File: config.mk
export PLATFORM = sky130hd
export DESIGN_NAME = credit_round_robin_dispatcher
export DESIGN_NICKNAME = d
export VERILOG_FILES = /design/src/rtl/crrd_pkg.sv /design/src/rtl/credit_round_robin_dispatcher.sv /design/src/rtl/crrd_scan.sv /design/src/rtl/crrd_store.sv
export SDC_FILE = /design/constraint.sdc
export NUM_CORES = 1
export LEC_CHECK = 0
export BUFFER_PORTS_ARGS = -buffer_cell sky130_fd_sc_hd__buf_2
export CORE_UTILIZATION = 45
export CTS_CLUSTER_SIZE = 24
export DETAILED_ROUTE_END_ITERATION = 6
export PLACE_DENSITY_LB_ADDON = 0.05
export SKIP_CTS_REPAIR_TIMING = 1
export SYNTH_ARGS = -nofsm -noshare
export SYNTH_HDL_FRONTEND = slang
export SYNTH_HIERARCHICAL = 1
export SYNTH_SLANG_ARGS = --single-unit
File: constraint.sdc
create_clock -name clk -period 11.7 [get_ports clk]
set_input_delay 1.17 -clock clk [delete_from_list [all_inputs] [get_ports clk]]
set_output_delay 1.17 -clock clk [all_outputs]
set_load 0.05 [all_outputs]
File: src/rtl/crrd_pkg.sv
`timescale 1ns / 1ps

package crrd_pkg;

	// Default sizing, handed down through the top-level parameters
	localparam int unsigned MAX_SUBSCRIBERS_DEF = 8;
	localparam int unsigned QUEUE_DEPTH_DEF     = 16;
	localparam int unsigned HANDLE_WIDTH_DEF    = 32;

	// At most this many result words per command word
	localparam int unsigned RESULT_LIMIT = 16;

	typedef enum logic [1:0] {
		OP_ENQUEUE     = 2'd0,
		OP_SUBSCRIBE   = 2'd1,
		OP_FLOW        = 2'd2,
		OP_UNSUBSCRIBE = 2'd3
	} op_t;

	typedef enum logic [1:0] {
		KIND_DELIVER = 2'd0,
		KIND_ACK     = 2'd1,
		KIND_DROP    = 2'd2
	} kind_t;

	typedef struct packed {
		op_t         operation;
		logic [2:0]  subscriber;
		logic [15:0] credit;
		logic [31:0] message;
	} cmd_t;

	typedef struct packed {
		kind_t       kind;
		logic [2:0]  target;
		logic [31:0] payload;
		logic        last;
	} result_t;

	typedef struct packed {
		logic push;
		logic pop;
	} store_ctl_t;

	typedef struct packed {
		logic empty;
		logic full;
	} store_sts_t;

	typedef enum logic [2:0] {
		ST_IDLE,
		ST_CHECK,
		ST_WRAP,
		ST_READ,
		ST_EVAL,
		ST_NEXT,
		ST_UNSUB,
		ST_FINISH
	} state_t;

endpackage

File: src/rtl/credit_round_robin_dispatcher.sv
`timescale 1ns / 1ps

// Channel  | Ports                    | Handshake
// ---------+--------------------------+----------------------------------------------
// command  | start, busy, cmd         | word taken at a rising edge with start & !busy
// result   | strobe, result           | word valid for the one cycle strobe is high
//
// Unsubscribe runs a pointer search when it removes the subscriber under the turn
// pointer. Enqueue and flow visit subscribers in turn, each visit using the shared
// search unit to step over inactive indices to the next active one; a wrap to the
// lowest subscriber runs its own search first.
// Reset (arst_n low) clears all control state at once; no clearing pass runs.
// The result receiver cannot stall: each word is shown for exactly one cycle.
module credit_round_robin_dispatcher #(
	parameter int unsigned MAX_SUBSCRIBERS = crrd_pkg::MAX_SUBSCRIBERS_DEF,
	parameter int unsigned QUEUE_DEPTH     = crrd_pkg::QUEUE_DEPTH_DEF,
	parameter int unsigned HANDLE_WIDTH    = crrd_pkg::HANDLE_WIDTH_DEF
) (
	input  logic              clk,
	input  logic              arst_n,
	input  logic              start,
	output logic              busy,
	input  crrd_pkg::cmd_t    cmd,
	output logic              strobe,
	output crrd_pkg::result_t result
);

	localparam int unsigned IW = $clog2(MAX_SUBSCRIBERS);
	localparam int unsigned PW = $clog2(MAX_SUBSCRIBERS + 1);
	localparam int unsigned KW = $clog2(crrd_pkg::RESULT_LIMIT + 1);
	localparam logic [PW-1:0] PTR_END = PW'(MAX_SUBSCRIBERS);
	localparam logic [KW-1:0] K_LIMIT = KW'(crrd_pkg::RESULT_LIMIT);

	crrd_pkg::state_t state_q, state_d;

	// Subscriber table: active flags in flip-flops, credits in a small memory.
	// A credit entry is written on every activation, so an inactive entry is
	// never read and needs no reset.
	logic [MAX_SUBSCRIBERS-1:0] active_q;
	logic [15:0]                credit_mem [MAX_SUBSCRIBERS];
	logic [15:0]                cred_rd_q;
	logic                       cred_we;
	logic [IW-1:0]              cred_waddr;
	logic [15:0]                cred_wdata;

	logic [PW-1:0] ptr_q;
	logic [PW-1:0] n_act_q;
	logic [PW-1:0] misses_q;
	logic [KW-1:0] k_q;
	logic [2:0]    sub_q;

	// Result staging: hold one word back so the final one can carry last
	logic              pend_valid_q;
	crrd_pkg::result_t pend_q;
	crrd_pkg::result_t result_q;
	logic              strobe_q;

	// Decoded command
	logic                    accept;
	logic                    sub_ok;
	logic [IW-1:0]           sub_idx;
	logic [PW-1:0]           sub_ptr;
	logic [HANDLE_WIDTH-1:0] msg_h;

	// Sequencer controls
	logic              act_set, act_clr;
	logic              ptr_load;
	logic [PW-1:0]     ptr_d;
	logic              misses_clr, misses_inc;
	logic              emit, flush;
	crrd_pkg::result_t emit_r;

	// Shared search unit
	logic          scan_start;
	logic [PW-1:0] scan_from;
	logic          scan_done;
	logic [PW-1:0] scan_index;

	// Message FIFO
	crrd_pkg::store_ctl_t    store_ctl;
	crrd_pkg::store_sts_t    store_sts;
	logic [HANDLE_WIDTH-1:0] store_rdata;

	assign busy    = (state_q != crrd_pkg::ST_IDLE);
	assign accept  = start && !busy;
	assign sub_ok  = ({29'd0, cmd.subscriber} < 32'(MAX_SUBSCRIBERS));
	assign sub_idx = IW'(cmd.subscriber);
	assign sub_ptr = PW'(cmd.subscriber);
	assign msg_h   = HANDLE_WIDTH'(cmd.message);
	assign strobe  = strobe_q;
	assign result  = result_q;

	crrd_scan #(
		.MAX_SUBSCRIBERS(MAX_SUBSCRIBERS)
	) u_scan (
		.clk   (clk),
		.arst_n(arst_n),
		.start (scan_start),
		.from  (scan_from),
		.active(active_q),
		.done  (scan_done),
		.index (scan_index)
	);

	crrd_store #(
		.QUEUE_DEPTH (QUEUE_DEPTH),
		.HANDLE_WIDTH(HANDLE_WIDTH)
	) u_store (
		.clk   (clk),
		.arst_n(arst_n),
		.ctl   (store_ctl),
		.wdata (msg_h),
		.rdata (store_rdata),
		.sts   (store_sts)
	);

	always_ff @(posedge clk or negedge arst_n) begin
		if (!arst_n) begin
			state_q <= crrd_pkg::ST_IDLE;
		end else begin
			state_q <= state_d;
		end
	end

	// Sequencer: next state and the strobes that drive the datapath
	always_comb begin
		state_d    = state_q;
		act_set    = 1'b0;
		act_clr    = 1'b0;
		ptr_load   = 1'b0;
		ptr_d      = ptr_q;
		misses_clr = 1'b0;
		misses_inc = 1'b0;
		emit       = 1'b0;
		emit_r     = '0;
		flush      = 1'b0;
		scan_start = 1'b0;
		scan_from  = '0;
		store_ctl  = '0;
		cred_we    = 1'b0;
		cred_waddr = sub_idx;
		cred_wdata = '0;

		case (state_q)
			crrd_pkg::ST_IDLE: begin
				if (accept) begin
					misses_clr = 1'b1;
					case (cmd.operation)
						crrd_pkg::OP_ENQUEUE: begin
							// Full queue: drop and report, then still dispatch
							if (store_sts.full) begin
								emit           = 1'b1;
								emit_r.kind    = crrd_pkg::KIND_DROP;
								emit_r.payload = 32'(msg_h);
							end else begin
								store_ctl.push = 1'b1;
							end
							state_d = crrd_pkg::ST_CHECK;
						end
						crrd_pkg::OP_SUBSCRIBE: begin
							if (sub_ok) begin
								act_set = 1'b1;
								cred_we = 1'b1;
							end
							state_d = crrd_pkg::ST_FINISH;
						end
						crrd_pkg::OP_FLOW: begin
							if (sub_ok) begin
								act_set    = 1'b1;
								cred_we    = 1'b1;
								cred_wdata = cmd.credit;
								state_d    = crrd_pkg::ST_CHECK;
							end else begin
								state_d = crrd_pkg::ST_FINISH;
							end
						end
						crrd_pkg::OP_UNSUBSCRIBE: begin
							act_clr = sub_ok;
							if (sub_ok && ptr_q == sub_ptr) begin
								// Move the pointer past the leaving subscriber first
								scan_start = 1'b1;
								scan_from  = sub_ptr + 1'b1;
								state_d    = crrd_pkg::ST_UNSUB;
							end else begin
								emit          = 1'b1;
								emit_r.kind   = crrd_pkg::KIND_ACK;
								emit_r.target = cmd.subscriber;
								state_d       = crrd_pkg::ST_FINISH;
							end
						end
						default: begin
							state_d = crrd_pkg::ST_FINISH;
						end
					endcase
				end
			end
			crrd_pkg::ST_CHECK: begin
				// Stop on empty queue, a full pass without credit, or the word limit
				if (store_sts.empty || misses_q >= n_act_q || k_q >= K_LIMIT) begin
					state_d = crrd_pkg::ST_FINISH;
				end else if (ptr_q == PTR_END) begin
					scan_start = 1'b1;
					scan_from  = '0;
					state_d    = crrd_pkg::ST_WRAP;
				end else begin
					state_d = crrd_pkg::ST_EVAL;
				end
			end
			crrd_pkg::ST_WRAP: begin
				if (scan_done) begin
					ptr_load = 1'b1;
					ptr_d    = scan_index;
					state_d  = (scan_index == PTR_END) ? crrd_pkg::ST_FINISH
					                                   : crrd_pkg::ST_READ;
				end
			end
			crrd_pkg::ST_READ: begin
				state_d = crrd_pkg::ST_EVAL;
			end
			crrd_pkg::ST_EVAL: begin
				if (cred_rd_q != '0) begin
					emit           = 1'b1;
					emit_r.kind    = crrd_pkg::KIND_DELIVER;
					emit_r.target  = 3'(ptr_q);
					emit_r.payload = 32'(store_rdata);
					store_ctl.pop  = 1'b1;
					cred_we        = 1'b1;
					cred_waddr     = ptr_q[IW-1:0];
					cred_wdata     = cred_rd_q - 1'b1;
					misses_clr     = 1'b1;
				end else begin
					misses_inc = 1'b1;
				end
				scan_start = 1'b1;
				scan_from  = ptr_q + 1'b1;
				state_d    = crrd_pkg::ST_NEXT;
			end
			crrd_pkg::ST_NEXT: begin
				if (scan_done) begin
					ptr_load = 1'b1;
					ptr_d    = scan_index;
					state_d  = crrd_pkg::ST_CHECK;
				end
			end
			crrd_pkg::ST_UNSUB: begin
				if (scan_done) begin
					ptr_load      = 1'b1;
					ptr_d         = scan_index;
					emit          = 1'b1;
					emit_r.kind   = crrd_pkg::KIND_ACK;
					emit_r.target = sub_q;
					state_d       = crrd_pkg::ST_FINISH;
				end
			end
			crrd_pkg::ST_FINISH: begin
				flush   = 1'b1;
				state_d = crrd_pkg::ST_IDLE;
			end
			default: begin
				state_d = crrd_pkg::ST_IDLE;
			end
		endcase
	end

	// Credit memory: one write port, registered read at the turn pointer
	always_ff @(posedge clk) begin
		if (cred_we) begin
			credit_mem[cred_waddr] <= cred_wdata;
		end
		cred_rd_q <= credit_mem[ptr_q[IW-1:0]];
	end

	// Control state: active flags, active count, pointer, miss and word counts
	always_ff @(posedge clk or negedge arst_n) begin
		if (!arst_n) begin
			active_q <= '0;
			n_act_q  <= '0;
			ptr_q    <= PTR_END;
			misses_q <= '0;
			k_q      <= '0;
		end else begin
			if (act_set) begin
				active_q[sub_idx] <= 1'b1;
				if (!active_q[sub_idx]) begin
					n_act_q <= n_act_q + 1'b1;
				end
			end else if (act_clr) begin
				active_q[sub_idx] <= 1'b0;
				if (active_q[sub_idx]) begin
					n_act_q <= n_act_q - 1'b1;
				end
			end

			if (ptr_load) begin
				ptr_q <= ptr_d;
			end

			if (misses_clr) begin
				misses_q <= '0;
			end else if (misses_inc) begin
				misses_q <= misses_q + 1'b1;
			end

			// Count result words of the current command word
			if (accept) begin
				k_q <= emit ? KW'(1) : '0;
			end else if (emit) begin
				k_q <= k_q + 1'b1;
			end
		end
	end

	always_ff @(posedge clk) begin
		if (accept) begin
			sub_q <= cmd.subscriber;
		end
	end

	// Output staging: release the held word when a newer one arrives (not
	// last) or when the command word finishes (last)
	always_ff @(posedge clk or negedge arst_n) begin
		if (!arst_n) begin
			pend_valid_q <= 1'b0;
			strobe_q     <= 1'b0;
		end else begin
			strobe_q <= 1'b0;
			if (emit) begin
				strobe_q     <= pend_valid_q;
				pend_valid_q <= 1'b1;
			end else if (flush && pend_valid_q) begin
				strobe_q     <= 1'b1;
				pend_valid_q <= 1'b0;
			end
		end
	end

	// The held word always has last clear, since emit_r starts from zero
	always_ff @(posedge clk) begin
		if (emit) begin
			pend_q   <= emit_r;
			result_q <= pend_q;
		end else if (flush) begin
			result_q <= {pend_q.kind, pend_q.target, pend_q.payload, 1'b1};
		end
	end

endmodule

File: src/rtl/crrd_scan.sv
`timescale 1ns / 1ps

// Shared search unit: walks upward one subscriber index per cycle from a start
// index (inclusive) and stops on the first active one, or on the end marker.
module crrd_scan #(
	parameter int unsigned MAX_SUBSCRIBERS = crrd_pkg::MAX_SUBSCRIBERS_DEF
) (
	input  logic                                   clk,
	input  logic                                   arst_n,
	input  logic                                   start,
	input  logic [$clog2(MAX_SUBSCRIBERS+1)-1:0]   from,
	input  logic [MAX_SUBSCRIBERS-1:0]             active,
	output logic                                   done,
	output logic [$clog2(MAX_SUBSCRIBERS+1)-1:0]   index
);

	localparam int unsigned IW = $clog2(MAX_SUBSCRIBERS);
	localparam int unsigned PW = $clog2(MAX_SUBSCRIBERS + 1);
	localparam logic [PW-1:0] PTR_END = PW'(MAX_SUBSCRIBERS);

	logic          busy_q;
	logic [PW-1:0] idx_q;
	logic          at_end;

	assign at_end = (idx_q == PTR_END);
	assign done   = busy_q && (at_end || active[idx_q[IW-1:0]]);
	assign index  = idx_q;

	always_ff @(posedge clk or negedge arst_n) begin
		if (!arst_n) begin
			busy_q <= 1'b0;
			idx_q  <= PTR_END;
		end else if (start) begin
			busy_q <= 1'b1;
			idx_q  <= from;
		end else if (done) begin
			busy_q <= 1'b0;
		end else if (busy_q) begin
			idx_q <= idx_q + 1'b1;
		end
	end

endmodule

File: src/rtl/crrd_store.sv
`timescale 1ns / 1ps

// Message FIFO: one write port at the tail, registered read of the head entry.
module crrd_store #(
	parameter int unsigned QUEUE_DEPTH  = crrd_pkg::QUEUE_DEPTH_DEF,
	parameter int unsigned HANDLE_WIDTH = crrd_pkg::HANDLE_WIDTH_DEF
) (
	input  logic                    clk,
	input  logic                    arst_n,
	input  crrd_pkg::store_ctl_t    ctl,
	input  logic [HANDLE_WIDTH-1:0] wdata,
	output logic [HANDLE_WIDTH-1:0] rdata,
	output crrd_pkg::store_sts_t    sts
);

	localparam int unsigned QW = $clog2(QUEUE_DEPTH);
	localparam int unsigned FW = $clog2(QUEUE_DEPTH + 1);
	localparam logic [QW-1:0] LAST_SLOT = QW'(QUEUE_DEPTH - 1);

	logic [HANDLE_WIDTH-1:0] mem [QUEUE_DEPTH];
	logic [QW-1:0]           head_q;
	logic [QW-1:0]           tail_q;
	logic [FW-1:0]           fill_q;
	logic [HANDLE_WIDTH-1:0] rd_q;

	assign rdata     = rd_q;
	assign sts.empty = (fill_q == '0);
	assign sts.full  = (fill_q == FW'(QUEUE_DEPTH));

	always_ff @(posedge clk) begin
		if (ctl.push) begin
			mem[tail_q] <= wdata;
		end
		rd_q <= mem[head_q];
	end

	always_ff @(posedge clk or negedge arst_n) begin
		if (!arst_n) begin
			head_q <= '0;
			tail_q <= '0;
			fill_q <= '0;
		end else if (ctl.push) begin
			tail_q <= (tail_q == LAST_SLOT) ? '0 : tail_q + 1'b1;
			fill_q <= fill_q + 1'b1;
		end else if (ctl.pop) begin
			head_q <= (head_q == LAST_SLOT) ? '0 : head_q + 1'b1;
			fill_q <= fill_q - 1'b1;
		end
	end

endmodule
# --- After elaboration in Yosys (flattened, before gate mapping) ---
# Memory sizes are Yosys's and may differ from the RTL's. A register that Yosys moved wholly into a read port is not among the register bits.
# Cells that the tools add are included.
op_classes:
  addsub: 12
  n_lt_le_gt_ge: 5
  eq_ne: 22
  muxes: 98
  n_bitwise: 4
  reduce_logical: 30
ops:
  columns: ["cell", "count"]
  rows:
  - ["2-to-1 mux 38 bit", 2]
  - ["2-to-1 mux 32 bit", 2]
  - ["2-to-1 mux 4 bit", 16]
  - ["case mux 32 bit (2 select lines)", 1]
  - ["2-to-1 mux 16 bit", 3]
  - ["2-to-1 mux 1 bit", 41]
  - ["2-to-1 mux 37 bit", 1]
  - ["2-to-1 mux 35 bit", 1]
  - ["case mux 16 bit (2 select lines)", 1]
  - ["2-to-1 mux 3 bit", 10]
  - ["adder 4 x 1 -> 4 bit, second input constant", 6]
  - ["case mux 3 bit (8 select lines)", 1]
  - ["2-to-1 mux 5 bit", 4]
  - ["nonzero test 2 bit", 9]
  - ["== test 4 bit, second input constant", 4]
  - ["2-to-1 mux 8 bit", 2]
  - ["nonzero test 16 bit", 1]
  - ["subtractor 16 x 1 -> 16 bit, second input constant", 1]
  - ["case mux 5 bit (3 select lines)", 1]
  - ["== test 3 bit, second input constant", 4]
  - ["!= test 2 bit, second input constant", 6]
  - ["adder 5 x 1 -> 5 bit, second input constant", 2]
  - ["case mux 3 bit (3 select lines)", 1]
  - ["bitwise AND 8 bit", 1]
  - ["35 further kinds", 50]
totals:
  ff_bits: 126
  ram_bits: 640
  input_bits: 56
  out_inout_bits: 40
  word_cells: 194
  memories: 2
memory_table:
  columns: ["name", "words", "word_bits", "read_ports", "rd_clocked_by_memory_dff", "write_ports", "line", "text"]
  rows:
  - ["u_store.mem", 16, 32, 1, 1, 1, "crrd_store.sv:20", "logic [HANDLE_WIDTH-1:0] mem [QUEUE_DEPTH];"]
  - ["credit_mem", 8, 16, 1, 1, 1, "credit_round_robin_dispatcher.sv:40", "logic [15:0] credit_mem [MAX_SUBSCRIBERS];"]

# --- Longest topological paths before layout ---
# Gate-level depths: netlist of run 1.
logic_depth:
  ltp_word: 8
  ltp_mapped: 12

# --- Hierarchy ---
# Netlist of run 1, hierarchy kept.
by_module_without_submodules:
  columns: ["module", "instances", "cells_per_inst", "area_each_um2", "seq_area_each_um2"]
  rows:
  - ["crrd_store", 1, 1012, 21494.4, 16340.7]
  - ["credit_round_robin_dispatcher", 1, 675, 10530.1, 7258.2]
  - ["crrd_scan", 1, 35, 370.4, 126.4]

# --- Worst setup path after synthesis of run 1 ---
# OpenSTA, ideal clock, no wires.
synth_timing:
  path_type: "input -> register"
  startpoint: "input port start"
  endpoint: "memory u_store/mem[11][0] in the netlist's numbering (enable)"
  arrival_ps: 4728
  path_slack_ps: 6504
  stages: 6
  path_cell_list: "nor2b_1 nand2_1 nor3b_1 clkbuf_1 nand2_1 nor3b_1"
synth_rtl:
  columns: ["element", "line", "text"]
  rows:
  - ["start: declaration", "credit_round_robin_dispatcher.sv:21", "input logic start,"]
  - ["end: declaration", "crrd_store.sv:20", null]

# --- Worst setup path in the final report of run 1 ---
layout_timing:
  startpoint: "register cred_rd_q[4], read port of credit_mem"
  endpoint: "register result_q (netlist bit result[18]) (enable)"
layout_via:
  elab_chain_len: 4
layout_rtl:
  columns: ["element", "line", "text"]
  rows:
  - ["start: declaration", "credit_round_robin_dispatcher.sv:41", "logic [15:0] cred_rd_q;"]
  - ["nonzero test 16 bit", "credit_round_robin_dispatcher.sv:221", "if (cred_rd_q != '0) begin"]
  - ["2-to-1 mux 1 bit", "credit_round_robin_dispatcher.sv:221", null]
  - ["case mux 1 bit (3 select lines)", "credit_round_robin_dispatcher.sv:144", "case (state_q)"]
  - ["nonzero test 2 bit (no line)", null, null]
  - ["end signal: assignment", "credit_round_robin_dispatcher.sv:341", "result_q <= pend_q;"]
  - ["end signal: assignment", "credit_round_robin_dispatcher.sv:343", "result_q <= {pend_q.kind, pend_q.target, pend_q.payload, 1'b1};"]
  - ["end: declaration", "credit_round_robin_dispatcher.sv:55", "crrd_pkg::result_t result_q;"]
# No other way between the ends.
# A chain may end at the register's enable or synchronous reset.

==> results.ini, run 1 <==
[floorplanning]
floorplan.initialDensity_pct=45.4
std_cell_rows=98
core-area_mm2=0.0714
dieHeight_um=270
die_x_um=270
dieArea_mm2=0.0731
top_level_ports=96

[worst_setup_path]
path_cells=nor4_2 -> and4_1 -> a21o_4 -> inv_2 -> nor4_4 -> nand2_2 -> buf_4
cp.arrival_ns=4.11
startpoint=cred_rd_q[4]
crit_fanout=41
reg2reg_from=cred_rd_q[4]
crit_slowest_cell=nor4_4
max_stage_delay_ns=0.77
worstPathRequired_ns=12.01
start_kind=flip-flop
crit_type=reg2reg
endpoint_kind=flip-flop

[clock_network]
ctsLongestPathBuffers=3
cts_num_sinks=814
cts_buffers=85
cts_tree=built
root_buffer=clkbuf_16
clk_latency_ns=0.63
h-tree-depth=3
cts.clk_slew.worst_paths_ns=0.06

[logic_synthesis]
synth_top_area_share_pct=66.6
synth_edf_count=718
synth_seq_cells=814
synth.distinct_cells=78
synth_area_mm2=0.0324
synthFlopType=edfxtp_1
yosysWarnings=6
syn_nets=1807
seq_area_frac_synth_pct=73.2
postSynthCellCount=1722
synth-async-reset-ratio_pct=5.90
synth_commonest_cells=edfxtp_1, mux4_2, mux2_2, nand2_1, inv_1
synth_area_leader_cell=edfxtp_1
synth_most_common_cell=edfxtp_1
synthTopCellsByArea=edfxtp_1, mux4_2, dfrtp_1
syn_avg_cell_area_um2=18.8

[pwr]
power.switching_mw=2.73
p_total_mw=8.96
power_frac_comb_pct=26.1
vdd_drop_max_mv=0.167
p_int_mw=6.23
p_seq_share_pct=42.9
p_leak_nw=12.4
power_density_mw_per_mm2=244
swShare_pct=30.5
pwr-share-clk_pct=31.0

[finish]
syn2layout_area_growth_pct=13.4
finalNetCount=1929
drive_above_1_share_pct=27.6
final_area_mm2=0.0367
diodes=0
fill_cells=5799

[route]
wire_per_inst_um=24.6
wl_mm=70.5
num_vias=16017
dr.pass1.iters=5
drt_first_iter_violations=1090
drcViolationCount=0
vias_per_cell=5.59
drtAntennaViolNets=0

[timing]
period_minus_slack_ns=3.80
finalCritPeriodShare_pct=32.5
fin_skew_ns=0.0296
slew_violations=0
setup_violations=0
worst_pin_slew_ns=1.25
finalHoldViolCount=0
max-slew-margin-rel_pct=16.4
rsz0062_at_grt=false
setup_tns_ns=0
max_freq_mhz=263

[placed_design]
io_buffers=95
dp_hpwl_mm=39.2
gp_congestion=0.811
post_dp_cell_area_mm2=0.0338

[worst_hold_path]
hold_start=pend_q[35]
hp-class=reg2reg

[global_routing]
grt_pass1_wl_mm=107
grt_max_degree=56
track_usage_pct=19.7
overflow=0
grt_pass1_vias=16831
antenna_found_initial=2

[run]
drv_cap=0

[run_status]
outcome=finished clean

[metal layers]
| layer | part of all wire [%] | track usage (%) | vias to the layer above | routed length, um |
|---|---|---|---|---|
| met2 | 51 | 34.1 | 277 | 36100 |
| met4 | 2.4 | 5.65 | 4 | 1700 |
| met3 | 3.2 | 2.91 | 112 | 2240 |
| met1 | 43 | 25.8 | 8476 | 30400 |
| li1 | - | - | 7148 | - |
| met5 | 0.034 | 0 | - | 24 |
[cell type report]
cell class	instances	area (um2)	share of cell area, %
flip-flops and latches	814	23700	64.6
clock buffers	112	2420	6.60
inverters	68	255	0.695
well taps	950	1190	3.24
repair buffers	126	708	1.93
clock inverters	46	505	1.38
multi-input cells	749	7910	21.5
[stage by stage]
| step | setup slack [ns] | hold WS (ns) | utilization, % | cells |
|---|---|---|---|---|
| 6_report | 7.90 | 0.394 | 51.5 | 2865 |
| 5_1_grt | 7.47 | 0.405 | 51.5 | 2865 |
| 4_1_cts | 7.76 | 0.401 | 51.5 | 2865 |
| 3_5_place_dp | 7.44 | 0.405 | 47.4 | 2707 |
| 3_3_place_gp | 7.48 | 0.403 | 47.4 | 2707 |
| 2_1_floorplan | 6.50 | 0.400 | - | 1722 |
[kinds of logic after synthesis]
kind of cell               count (synthesis)  synth area share [%]
xor gates and xnor gates                  34                 0.919
adders and majority gates                 29                  1.17
AOI/OAI and AO/OA                        236                  5.87
DFF                                      814                  73.2
and+or+nand+nor                          225                  3.67
muxes                                    225                  12.5
buffers and inverters                    159                  2.65
[power groups by stage]
stage          clock [mW]  combinational, mW  sequential, mW
3_5_place_dp            0               2.39            3.91
5_1_grt              2.96               2.53            3.89
2_1_floorplan           0               1.67            4.01
4_1_cts              2.85               2.39            3.86
3_3_place_gp            0               2.37            3.91
6_report             2.78               2.34            3.85
[critical path, delay by kind of cell, from the launching register on]
| kind | cells | cell delay [ns] |
|---|---|---|
| AOI/OAI and AO/OA | 1 | 0.27 |
| DFF | 1 | 0.33 |
| buffers and inverters | 2 | 0.82 |
| and+or+nand+nor | 4 | 1.98 |
[registers in the layout (all words and copies together) (netlist names), named ones only]
signal          count
pend_q             37
sub_q               3
u_scan/index        4
state_q             3
u_store/tail_q      4
u_scan/busy_q       1
credit_mem        128
u_store/fill_q      5
result             38
misses_q            4
pend_valid_q        1
u_store/mem       512
u_store/head_q      4
u_store/rdata      32
k_q                 5
strobe              1
cred_rd_q          16
n_act_q             4
ptr_q               4
[final timing paths]
kind                                          end  slack, ns  cells after the start
worst min-delay path                   result[35]       0.39                      0
worst max-delay path                   result[18]       7.90                      7
min in group asynchronous             misses_q[0]       0.65                      2
worst max register to register         result[18]       7.90                      7
worst min register to register         result[35]       0.39                      0
max in group asynchronous       u_store/head_q[1]      10.51                      2
[cell usage in the layout, fill, tap and decap left out, types with 10 or more instances in the layout]
master     count
a21oi_1       12
nand2_1       65
clkbuf_1      12
and2_2        12
o21ai_0       46
mux4_2       116
o21ai_1       32
bufinv_16     10
a22o_1        34
nor2_1        30
o221ai_2      25
inv_1         65
mux2_2        74
clkbuf_16     89
clkinv_1      14
buf_2         95
mux4_1        14
xnor2_1       17
xor2_1        17
clkbuf_8      11
nor3_1        10
buf_4         31
dfxtp_1       48
clkinv_2      13
dfrtp_1       40
nor2b_1       32
a221o_1       32
ha_1          27
edfxtp_1     718
nand3_1       15
mux2_1        13
No activity file was read; power rests on OpenSTA's default activity.
==> inputs of run 2 (changes only) <==
clock period = 3.1 ns   (was 11.7 ns; I/O delays follow)
==> run 2 against run 1 <==
Fmax up 37%. Critical endpoint is now pend_q[4]. Sequential power rose to 3.8 times the previous value. Clock-buffer cell count grew 13. Clock skew decreased by 0.0064 ns. Critical path type unchanged. Routed wire length up 5.3%. Die area unchanged. Sequential share of layout area down 1.3 points. Combinational power rose to 4.0 times the previous value. Total power grew to 3.8 times the previous value. Register-to-register slack got worse by 7.6 ns. Non-clock buffer count increased by 68. Core utilization rose by 1.0 points.
==> results.ini, run 2 (synthesis results as in run 1) <==
[global_routing]
grt_pass1_vias=17140  ; was 16.8k
antenna_found_initial=5  ; was 2
grt_pass1_wl_mm=111  ; was 107 mm
track_usage_pct=20.7  ; was 19.7%
overflow=0  ; unchanged
grt_max_degree=46  ; was 56

[run]
drv_cap=0  ; unchanged

[timing]
rsz0062_at_grt=false  ; unchanged
period_minus_slack_ns=2.77  ; was 3.80 ns
fin_hold_ws_ns=0.0443  ; was 0.394 ns
fin_skew_ns=0.0232  ; was 0.0296 ns
slew_violations=0  ; unchanged
finalCritPeriodShare_pct=89.3  ; was 32.5%
worst_pin_slew_ns=0.851  ; was 1.25 ns
setup_violations=0  ; unchanged
setup_tns_ns=0  ; unchanged
max-slew-margin-rel_pct=42.7  ; was 16.4%
max_freq_mhz=361  ; was 263 MHz
finalHoldViolCount=0  ; unchanged

[floorplanning]
dieHeight_um=270  ; unchanged
die_x_um=270  ; unchanged
floorplan.initialDensity_pct=45.4  ; unchanged
dieArea_mm2=0.0731  ; unchanged
std_cell_rows=98  ; unchanged
core-area_mm2=0.0714  ; unchanged
top_level_ports=96  ; unchanged

[route]
dr.pass1.iters=7  ; was 5
drtAntennaViolNets=0  ; unchanged
num_vias=16406  ; was 16.0k
vias_per_cell=5.58  ; was 5.59
drcViolationCount=0  ; unchanged
wire_per_inst_um=25.3  ; was 24.6 um
drt_first_iter_violations=1121  ; was 1090
wl_mm=74.2  ; was 70.5 mm

[pwr]
vdd_drop_max_mv=0.754  ; was 0.167 mV
power_density_mw_per_mm2=905  ; was 244 mW/mm2
swShare_pct=30.7  ; was 30.5%
p_leak_nw=12.7  ; was 12.4 nW
power_frac_comb_pct=27.6  ; was 26.1%
pwr-share-clk_pct=29.6  ; was 31.0%
power.switching_mw=10.4  ; was 2.73 mW
p_int_mw=23.5  ; was 6.23 mW
p_seq_share_pct=42.8  ; was 42.9%

[clock_network]
cts.clk_slew.worst_paths_ns=0.06  ; about the same
h-tree-depth=3  ; unchanged
cts_num_sinks=814  ; unchanged
cts_buffers=87  ; was 85
ctsLongestPathBuffers=3  ; unchanged
cts_tree=built  ; unchanged
clk_latency_ns=0.62  ; was 0.63 ns
root_buffer=clkbuf_16  ; unchanged

[finish]
layout_commonest_cell=edfxtp_1  ; unchanged
largest_reg_flops=512  ; unchanged
largest-register=u_store/mem  ; unchanged
multi_input_area_mm2=0.00793  ; was 0.00791 mm2
final_area_mm2=0.0375  ; was 0.0367 mm2
syn2layout_area_growth_pct=15.6  ; was 13.4%
seqCellArea_mm2=0.0237  ; unchanged
drive_above_1_share_pct=29.1  ; was 27.6%
finalNetCount=1999  ; was 1929
fill_cells=5809  ; was 5799
layout_common_cells=edfxtp_1, mux4_2, buf_2  ; unchanged

[worst_setup_path]
cp.arrival_ns=3.06  ; was 4.11 ns
max_stage_delay_ns=0.47  ; was 0.77 ns
crit_family=simple AND/OR/NAND/NOR gates  ; unchanged
path_cells=inv_1 -> ha_1 -> a21o_1 -> o22ai_4 -> nor2_1 -> nand2_1 -> nor3_2 -> nor4_4 -> inv_2 -> buf_12  ; was nor4_2 -> and4_1 -> a21o_4 -> inv_2 -> nor4_4 -> nand2_2 -> buf_4
endpoint_kind=flip-flop  ; unchanged
crit_type=reg2reg  ; unchanged
crit_fanout=27  ; was 41
worstPathRequired_ns=3.39  ; was 12.01 ns
start_kind=flip-flop  ; unchanged
crit_slowest_cell=dfrtp_1  ; was nor4_4
worst-path-buf-inv=3  ; was 2

[placed_design]
post_dp_cell_area_mm2=0.0347  ; was 0.0338 mm2
dp_hpwl_mm=44.2  ; was 39.2 mm
io_buffers=95  ; unchanged
gp_congestion=0.797  ; was 0.811

[worst_hold_path]
hp-class=in2reg  ; was reg2reg

[run_status]
outcome=finished clean  ; unchanged

run 2: changes by cell type in the layout (fill, tap and decap cells not counted), sizes merged:
| cell | before | now |
|---|---|---|
| clkinv | 30 | 27 |
| dlygate4sd3 | 0 | 1 |
| buf | 126 | 193 |
| diode | 0 | 4 |
| bufinv | 10 | 6 |
| clkbuf | 112 | 125 |
| clkinvlp | 5 | 1 |
run 2: tightest hold or removal path, cell delays in order:
cell,delay [ns]
buf_2,0.12
o311ai_0,0.10
o21ai_0,0.08
run 2: worst paths after layout:
check / start / end / slack [ns] / depth (start not counted)
min in group asynchronous: arst_n / asynchronous set/reset pin / 0.33 / 2
hold reg to reg: pend_q[31] / result[31] / 0.42 / 0
setup / recovery: u_scan/index[0] / pend_q[4] / 0.33 / 10
setup reg to reg: u_scan/index[0] / pend_q[4] / 0.33 / 10
hold / removal: start / state_q[0] / 0.04 / 3
max in group asynchronous: arst_n / ptr_q[3] / 2.00 / 3
run 2: power groups by stage:
stage	clock network (mW)	logic (mW)	registers [mW]
floorplan	0	6.32	15.1
global placement	0	9.42	14.7
detailed placement	0	9.52	14.8
CTS	10.3	9.54	14.5
global route	10.7	10.1	14.6
finish	10.0	9.35	14.5
run 2: area by class of cell:
class,count,share of cell area (%)
tap,950,3.17
timing repair buffer,194,4.20
clock buffer,125,6.47
antenna,4,0.0267
sequential,814,63.4
inverter,68,0.681
multi-input combinational,749,21.2
clock inverter,35,0.902
run 2: layer usage:
layer  global-route usage (%)  part of all wire [%]  up-vias  wire, um
met1                     28.3                    44     8674     32900
met2                     34.6                    50      329     37000
met4                     5.37                   1.9        4      1380
met3                     3.17                   4.0      103      3010
li1                         -                     -     7296         -
met5                        0                 0.042        -        31
run 2: through the flow:
step | utilization (%) | setup slack [ns] | std cells | power (mW)
3_5_place_dp | 48.6 | 0.00732 | 2774 | 24.3
5_1_grt | 52.5 | 0.143 | 2935 | 35.5
4_1_cts | 52.5 | -0.0245 | 2934 | 34.4
6_report | 52.5 | 0.332 | 2939 | 33.9
3_3_place_gp | 48.6 | 0.0860 | 2774 | 24.1
2_1_floorplan | - | -0.321 | 1722 | 21.4
